$ cat src/rtl/fmmt_pkg.sv
// Shared constants, types and tables for the plane-wave translation coefficient pipeline.
`default_nettype none

package fmmt_pkg;

    // Fixed-point constants of the exponential and trigonometric paths.
    localparam logic [30:0] LOG2E_Q30  = 31'd1549082005;
    localparam logic [29:0] LN2_Q30    = 30'd744261118;
    localparam logic [29:0] INV2PI_Q32 = 30'd683565276;
    localparam logic [30:0] HALFPI_Q30 = 31'd1686629713;
    localparam logic [30:0] ONE_Q30    = 31'h4000_0000;
    localparam logic [31:0] SAT_MAX    = 32'h7FFF_FFFF;

    // Series length, root width and stage counts.
    localparam int NUM_TERMS  = 17;
    localparam int EXP_TERMS  = 13;
    localparam int ROOT_BITS  = 25;
    localparam int STEP_DEPTH = 3;
    localparam int SIDE_DELAY = NUM_TERMS * STEP_DEPTH;
    // Input register, sum, root, four front stages, series, three back stages.
    localparam int LATENCY    = 2 + ROOT_BITS + 4 + SIDE_DELAY + 3;

    // Fields of one input item carried alongside the root pipeline.
    typedef struct packed {
        logic [1:0]         dir;
        logic [23:0]        lam;
        logic signed [4:0]  hre;
        logic signed [4:0]  him;
        logic               last;
    } t_side;

    // State of one Taylor series lane.
    typedef struct packed {
        logic [30:0]        term;
        logic [30:0]        r;
        logic signed [33:0] acc0;
        logic signed [33:0] acc1;
    } t_lane;

    // Control carried beside the series lanes to the output stages.
    typedef struct packed {
        logic signed [15:0] n;
        logic [1:0]         q;
        logic               pneg;
        logic               last;
    } t_post;

    // Where a new series term goes.
    typedef enum logic [2:0] {
        OP_NONE,
        OP_ADD0,
        OP_SUB0,
        OP_ADD1,
        OP_SUB1
    } t_op;

    // Reciprocal floor(2^32 / k) for the constant divisors of the series.
    function automatic logic [32:0] f_recip(input logic [4:0] k);
        logic [32:0] m;
        unique case (k)
            5'd1:    m = 33'd4294967296;
            5'd2:    m = 33'd2147483648;
            5'd3:    m = 33'd1431655765;
            5'd4:    m = 33'd1073741824;
            5'd5:    m = 33'd858993459;
            5'd6:    m = 33'd715827882;
            5'd7:    m = 33'd613566756;
            5'd8:    m = 33'd536870912;
            5'd9:    m = 33'd477218588;
            5'd10:   m = 33'd429496729;
            5'd11:   m = 33'd390451572;
            5'd12:   m = 33'd357913941;
            5'd13:   m = 33'd330382099;
            5'd14:   m = 33'd306783378;
            5'd15:   m = 33'd286331153;
            5'd16:   m = 33'd268435456;
            5'd17:   m = 33'd252645135;
            default: m = 33'd4294967296;
        endcase
        return m;
    endfunction

    // The exponential sums its first terms only.
    function automatic t_op f_exp_op(input int k);
        return (k <= EXP_TERMS) ? OP_ADD0 : OP_NONE;
    endfunction

    // Cosine in acc0, sine in acc1, signs repeating every four terms.
    function automatic t_op f_trig_op(input int k);
        t_op op;
        unique case (k % 4)
            0:       op = OP_ADD0;
            1:       op = OP_ADD1;
            2:       op = OP_SUB0;
            default: op = OP_SUB1;
        endcase
        return op;
    endfunction

endpackage

`default_nettype wire

$ cat src/rtl/fmmt_sqrt.sv
// Pipelined integer square root, one root bit per stage.
`default_nettype none

module fmmt_sqrt import fmmt_pkg::*; (
    input  logic                 i_clk,
    input  logic                 i_rst_n,
    input  logic                 i_vld,
    input  logic [48:0]          i_value,
    input  t_side                i_side,
    output logic                 o_vld,
    output logic [ROOT_BITS-1:0] o_root,
    output t_side                o_side
);

    logic [50:0]          r_rem  [ROOT_BITS];
    logic [ROOT_BITS-1:0] r_root [ROOT_BITS];
    logic                 r_vld  [ROOT_BITS];
    t_side                r_side [ROOT_BITS];

    genvar s;
    generate
        for (s = 0; s < ROOT_BITS; s++) begin : g_stage
            localparam int Bit = ROOT_BITS - 1 - s;
            logic [50:0]          p_rem;
            logic [ROOT_BITS-1:0] p_root;
            logic                 p_vld;
            t_side                p_side;
            logic [50:0]          trial;

            // Select the previous stage, or the input for the first stage.
            if (s == 0) begin : g_first
                assign p_rem  = 51'(i_value);
                assign p_root = '0;
                assign p_vld  = i_vld;
                assign p_side = i_side;
            end else begin : g_next
                assign p_rem  = r_rem[s-1];
                assign p_root = r_root[s-1];
                assign p_vld  = r_vld[s-1];
                assign p_side = r_side[s-1];
            end

            // Setting this bit raises the square by root * 2^(bit+1) + 2^(2*bit).
            assign trial = (51'(p_root) << (Bit + 1)) + (51'd1 << (2 * Bit));

            always_ff @(posedge i_clk) begin
                if (!i_rst_n) begin
                    r_vld[s] <= 1'b0;
                end else begin
                    r_vld[s] <= p_vld;
                end
            end

            always_ff @(posedge i_clk) begin
                r_side[s] <= p_side;
                if (p_rem >= trial) begin
                    r_rem[s]  <= p_rem - trial;
                    r_root[s] <= p_root | (ROOT_BITS'(1) << Bit);
                end else begin
                    r_rem[s]  <= p_rem;
                    r_root[s] <= p_root;
                end
            end
        end
    endgenerate

    assign o_vld  = r_vld[ROOT_BITS-1];
    assign o_root = r_root[ROOT_BITS-1];
    assign o_side = r_side[ROOT_BITS-1];

endmodule

`default_nettype wire

$ cat config.mk
export PLATFORM = sky130hd
export DESIGN_NAME = fmmt_sqrt
export DESIGN_NICKNAME = d
export VERILOG_FILES = /design/src/rtl/fmmt_pkg.sv /design/src/rtl/fmmt_sqrt.sv
export SDC_FILE = /design/constraint.sdc
export NUM_CORES = 2
export LEC_CHECK = 0
export BUFFER_PORTS_ARGS = -buffer_cell sky130_fd_sc_hd__buf_2
export CAP_MARGIN = 30
export CORE_UTILIZATION = 30
export CTS_CLUSTER_SIZE = 16
export DETAILED_ROUTE_END_ITERATION = 7
export MAX_ROUTING_LAYER = met4
export SLEW_MARGIN = 20
export SYNTH_ARGS = -nofsm -noshare
export SYNTH_HDL_FRONTEND = slang
export SYNTH_SLANG_ARGS = --single-unit
$ cat constraint.sdc
create_clock -name i_clk -period 4.4 [get_ports i_clk]
set_input_delay 0.22 -clock i_clk [delete_from_list [all_inputs] [get_ports i_clk]]
set_output_delay 0.22 -clock i_clk [all_outputs]
set_load 0.03 [all_outputs]
# Yosys cells after proc, flatten, opt, wreduce, memory -nomap -nowiden
# Memory sizes are Yosys's and may differ from the RTL's.
# Index checks and enable logic that the tools add are counted.
# word_totals
regBits	0
mem_bits_rw	2850
in_bits	89
word_cells	305
memories	4
# classes
n_addsub	49
n_lt_le_gt_ge	25
muxes	152
bitwise_logic	75
# memory_table
name	words	word_bits	rd	rd_clocked_by_memory_dff	wr	line	text
r_rem	25	51	24	0	25	fmmt_sqrt.sv:15	logic [50:0] r_rem [ROOT_BITS];
r_side	25	37	25	0	25	fmmt_sqrt.sv:18	t_side r_side [ROOT_BITS];
r_root	25	25	25	0	25	fmmt_sqrt.sv:16	logic [ROOT_BITS-1:0] r_root [ROOT_BITS];
r_vld	25	1	25	0	25	fmmt_sqrt.sv:17	logic r_vld [ROOT_BITS];
# ops
operator	count
2-to-1 mux 51 bit	25
2-to-1 mux 25 bit	25
2-to-1 mux 1 bit	102
OR 1 bit	75
greater-or-equal comparator 51 x 27 -> 1 bit	1
greater-or-equal comparator 51 x 28 -> 1 bit	1
greater-or-equal comparator 51 x 29 -> 1 bit	1
greater-or-equal comparator 51 x 30 -> 1 bit	1
greater-or-equal comparator 51 x 31 -> 1 bit	1
greater-or-equal comparator 51 x 32 -> 1 bit	1
greater-or-equal comparator 51 x 33 -> 1 bit	1
greater-or-equal comparator 51 x 34 -> 1 bit	1
greater-or-equal comparator 51 x 35 -> 1 bit	1
greater-or-equal comparator 51 x 36 -> 1 bit	1
greater-or-equal comparator 51 x 37 -> 1 bit	1
greater-or-equal comparator 51 x 38 -> 1 bit	1
greater-or-equal comparator 51 x 39 -> 1 bit	1
greater-or-equal comparator 51 x 40 -> 1 bit	1
greater-or-equal comparator 51 x 41 -> 1 bit	1
greater-or-equal comparator 51 x 42 -> 1 bit	1
greater-or-equal comparator 51 x 43 -> 1 bit	1
greater-or-equal comparator 51 x 44 -> 1 bit	1
greater-or-equal comparator 51 x 45 -> 1 bit	1
greater-or-equal comparator 51 x 46 -> 1 bit	1
54 further kinds	54

# Longest topological paths before layout
# An unclocked memory read counts as a cell.
# logic_depth
word_depth	6
depth_mapped	14
ltp_nobuf	12

# Worst setup path after synthesis
# No wires, ideal clock.
# synth_path
path_kind	reg-to-reg
start	mem r_rem[12][41] (netlist: r_rem[1][245])
end	mem r_rem[13][33] (netlist: r_rem[1][288])
setup_time_ps	121
t_arrival_ps	3043
required_time_ps	4279
setup_slack_ps	1236
path_stages_with_launch	9
n_path_buf	1
period_less_slack_ps	3164
path_cell_list	dfxtp_1 > or4_4 > or4_4 > or3_1 > or3_1 > or4_4 > o21bai_4 > buf_6 > mux2_4
# synth_rtl
element	line
start, declared	fmmt_sqrt.sv:15

==> key figures <==
Clocking
  • CTS tree: done
  • Clock Pin Slew Worst Setup and Hold Paths: ~0.060 ns
  • CTS Hold Bufs: 175
  • # Post-CTS Setup Buffers: 0
  • CTS root buf: clkbuf_16
  • Clock Latency Late Sink: 0.97 ns
  • # resized after CTS: 0
  • CTS H-Tree Depth: 5
  • Max clock buf depth: 4
  • Clk sinks: ~2500
  • Cts bufs inserted: approximately 270

Yosys
  • Sequential-to-total area share from yosys stat: about two thirds
  • Seq cells post-synth: 2498
  • Distinct cells, synth: 80
  • Syn Std Cell Area: approximately 0.077 mm^2
  • Number of synthesized flops with an enable pin: 0
  • Most used DFF post-synth: dfxtp_1
  • Async S/R FF share, synth: 0%
  • Mapped Cells: approximately 6700
  • Yosys warns: 0
  • Syn Area/Cell: about 11 um^2

Floorplanning
  • Starting Density: 30.3%
  • Row count: approximately 190
  • Io pins: between 150 and 200
  • Die area: around 0.26 mm^2
  • Die span in y: roughly 500 um
  • Die X-Extent: just over 500 um
  • Core ar.: 0.255 mm^2

Worst setup path
  • Data required time of the worst path: a little over 5 ns
  • Critical path capture point type: flip-flop
  • Startpoint Class: flip-flop
  • Crit path max fanout: 10
  • Setup Crit Path Kind: reg2reg
  • Data arrival, critical path: about 4.6 ns

Place
  • GPL Wtd Cong: roughly 0.9
  • Placed cell area: 0.0820 mm^2
  • DP Cell Count: between 10000 and 15000
  • I/O Buffers: between 150 and 200
  • DP Wirelength: approximately 110 mm
  • Pre-CTS WS: roughly 0.65 ns

Cells and area
  • Design area: between 0.09 and 0.1 mm^2
  • Net count, final: a little under 8000
  • Final cell count without fillers: about 11000
  • Most frequent cells in the layout: 2498 x dfxtp_1, 431 x inv_1, 357 x nor2_1
  • Area grow syn2layout: 20.1%
  • Commonest non-fill, non-tap cell in the layout: dfxtp_1
  • Share of cells above drive strength 1: about 9.7%

Global route
  • Vias in the first global route: about 48000
  • Largest net degree at the start of global routing: 49
  • Antenna violations before repair: 2
  • First-pass GRT wire length: about 240 mm
  • Grt ovf: 0
  • GRT Total Usage: about an eighth

Drt
  • Vias/cell: around 4.4
  • Vias post-DR: 47200
  • Iter 0 DRT Violations: roughly 2200
  • Routed Antenna Nets: 0
  • Routed WL: approximately 150 mm
  • DRT Pass-1 Iters: 6
  • WL/cell: 13.7 um
  • Number of remaining DRC errors: 0

Job
  • Max-cap viol count: 0

STA
  • Minimum clock period: about 3.8 ns
  • Final hold vios: 0
  • Fin. max-slew vios: 0
  • Setup_tns: 0 ns
  • Skew final: roughly 0.083 ns
  • RSZ-0062 raised after global routing: false
  • Worst Tran Pin Value: ~0.94 ns
  • Period utilization: just under 90%
  • WHS: ~0.28 ns
  • Worst Setup Slack, final: 0.569 ns
  • Max Fclk: between 200 and 300 MHz
  • Final setup viols: 0
  • Rel. slew slack: a little under two fifths

Power and ir drop
  • Leakage: ~41 nW
  • Power per cell area: around 650 mW/mm^2
  • VDD IR max: between 0.0004 and 0.0005 V

Status
  • Outcome: completed

Worst hold path
  • Type of the most critical hold path: reg2reg
## where the power goes
part           internal [mW]  switching (mW)
clock network           13.6            8.59
logic                   4.09            4.84
registers               26.1            2.51
total                   43.8            15.9
## synth_stat cells (77+ instances only)
cell type	number	area, um^2
nand3_1	101	505
dfxtp_1	2498	50000
nand4_1	98	613
a21o_1	138	1040
xnor2_1	276	2420
or3_1	77	482
xor2_1	247	2160
nor3_1	165	826
clkbuf_1	96	360
nor2_1	358	1340
nor4_1	208	1300
nand2_1	356	1340
inv_1	431	1620
o21ai_0	256	1280
ha_1	346	4330
a21oi_1	326	1630
## cell families (layout without fill, tap and decap cells)
logic type               count (synthesis)  count (layout)  share of synthesized area (%)
AND/OR/NAND/NOR                       1713            1713                           11.6
buffers and inverters                  539            1254                           2.64
XOR/XNOR                               523             523                           5.94
other                                    1               8                        0.00486
multiplexers                            74              74                           1.08
AO/OA/AOI/OAI                         1031            1031                           8.29
flip-flops                            2498            2498                           64.8
adder cells (fa/ha/maj)                346             346                           5.61
## layout make-up
type / instances / area (um^2)
Fill cell: 24500 / 162000
Sequential cell: 2498 / 50000
Multi-Input combinational cell: 3689 / 25100
Timing Repair Buffer: 366 / 2810
Inverter: 432 / 1620
Antenna cell: 6 / 15.0
Clock inverter: 92 / 1220
Tap cell: 3366 / 4210
Clock buffer: 364 / 7640
## metrics by stage
stage / total power, mW / utilization [%]
2_1_floorplan: 35.1 / -
3_3_place_gp: 37.6 / 32.2
3_5_place_dp: 37.9 / 32.2
4_1_cts: 60.6 / 36.3
5_1_grt: 63.0 / 36.3
6_report: 59.8 / 36.3
## sequential cells by signal, summed over array words and instances, names as in the netlist
name	flops
r_rem	1223
r_side	925
r_vld	25
r_root	325
## final timing paths
check             slack (ns)             end  depth (start not counted)           start
setup reg to reg        0.57   r_rem[2][401]                         11   r_root[5][55]
hold / removal          0.28  r_side[1][137]                          0  r_side[1][100]
hold reg to reg         0.28  r_side[1][137]                          0  r_side[1][100]
setup / recovery        0.57   r_rem[2][401]                         11   r_root[5][55]
## metal layers
metal | up-vias | share of wire, % | track usage, %
met5 | - | 0 | -
li1 | 24100 | - | -
met2 | 926 | 48 | 19.9
met4 | 0 | 5.3 | 6.63
met1 | 21700 | 42 | 12.4
met3 | 446 | 4.3 | 2.62
## critical path: stages (launching register included)
cell and delay, ns:
dfxtp_1 0.33, inv_1 0.05, ha_1 0.36, nand4_1 0.14, or2_2 0.31, o22ai_1 0.29, o21ai_0 0.35, a211oi_1 0.53
o21ba_2 0.33, nor4b_1 0.49, nor4b_1 0.39, xor2_1 0.17
Power figures use the tool's default switching activity.
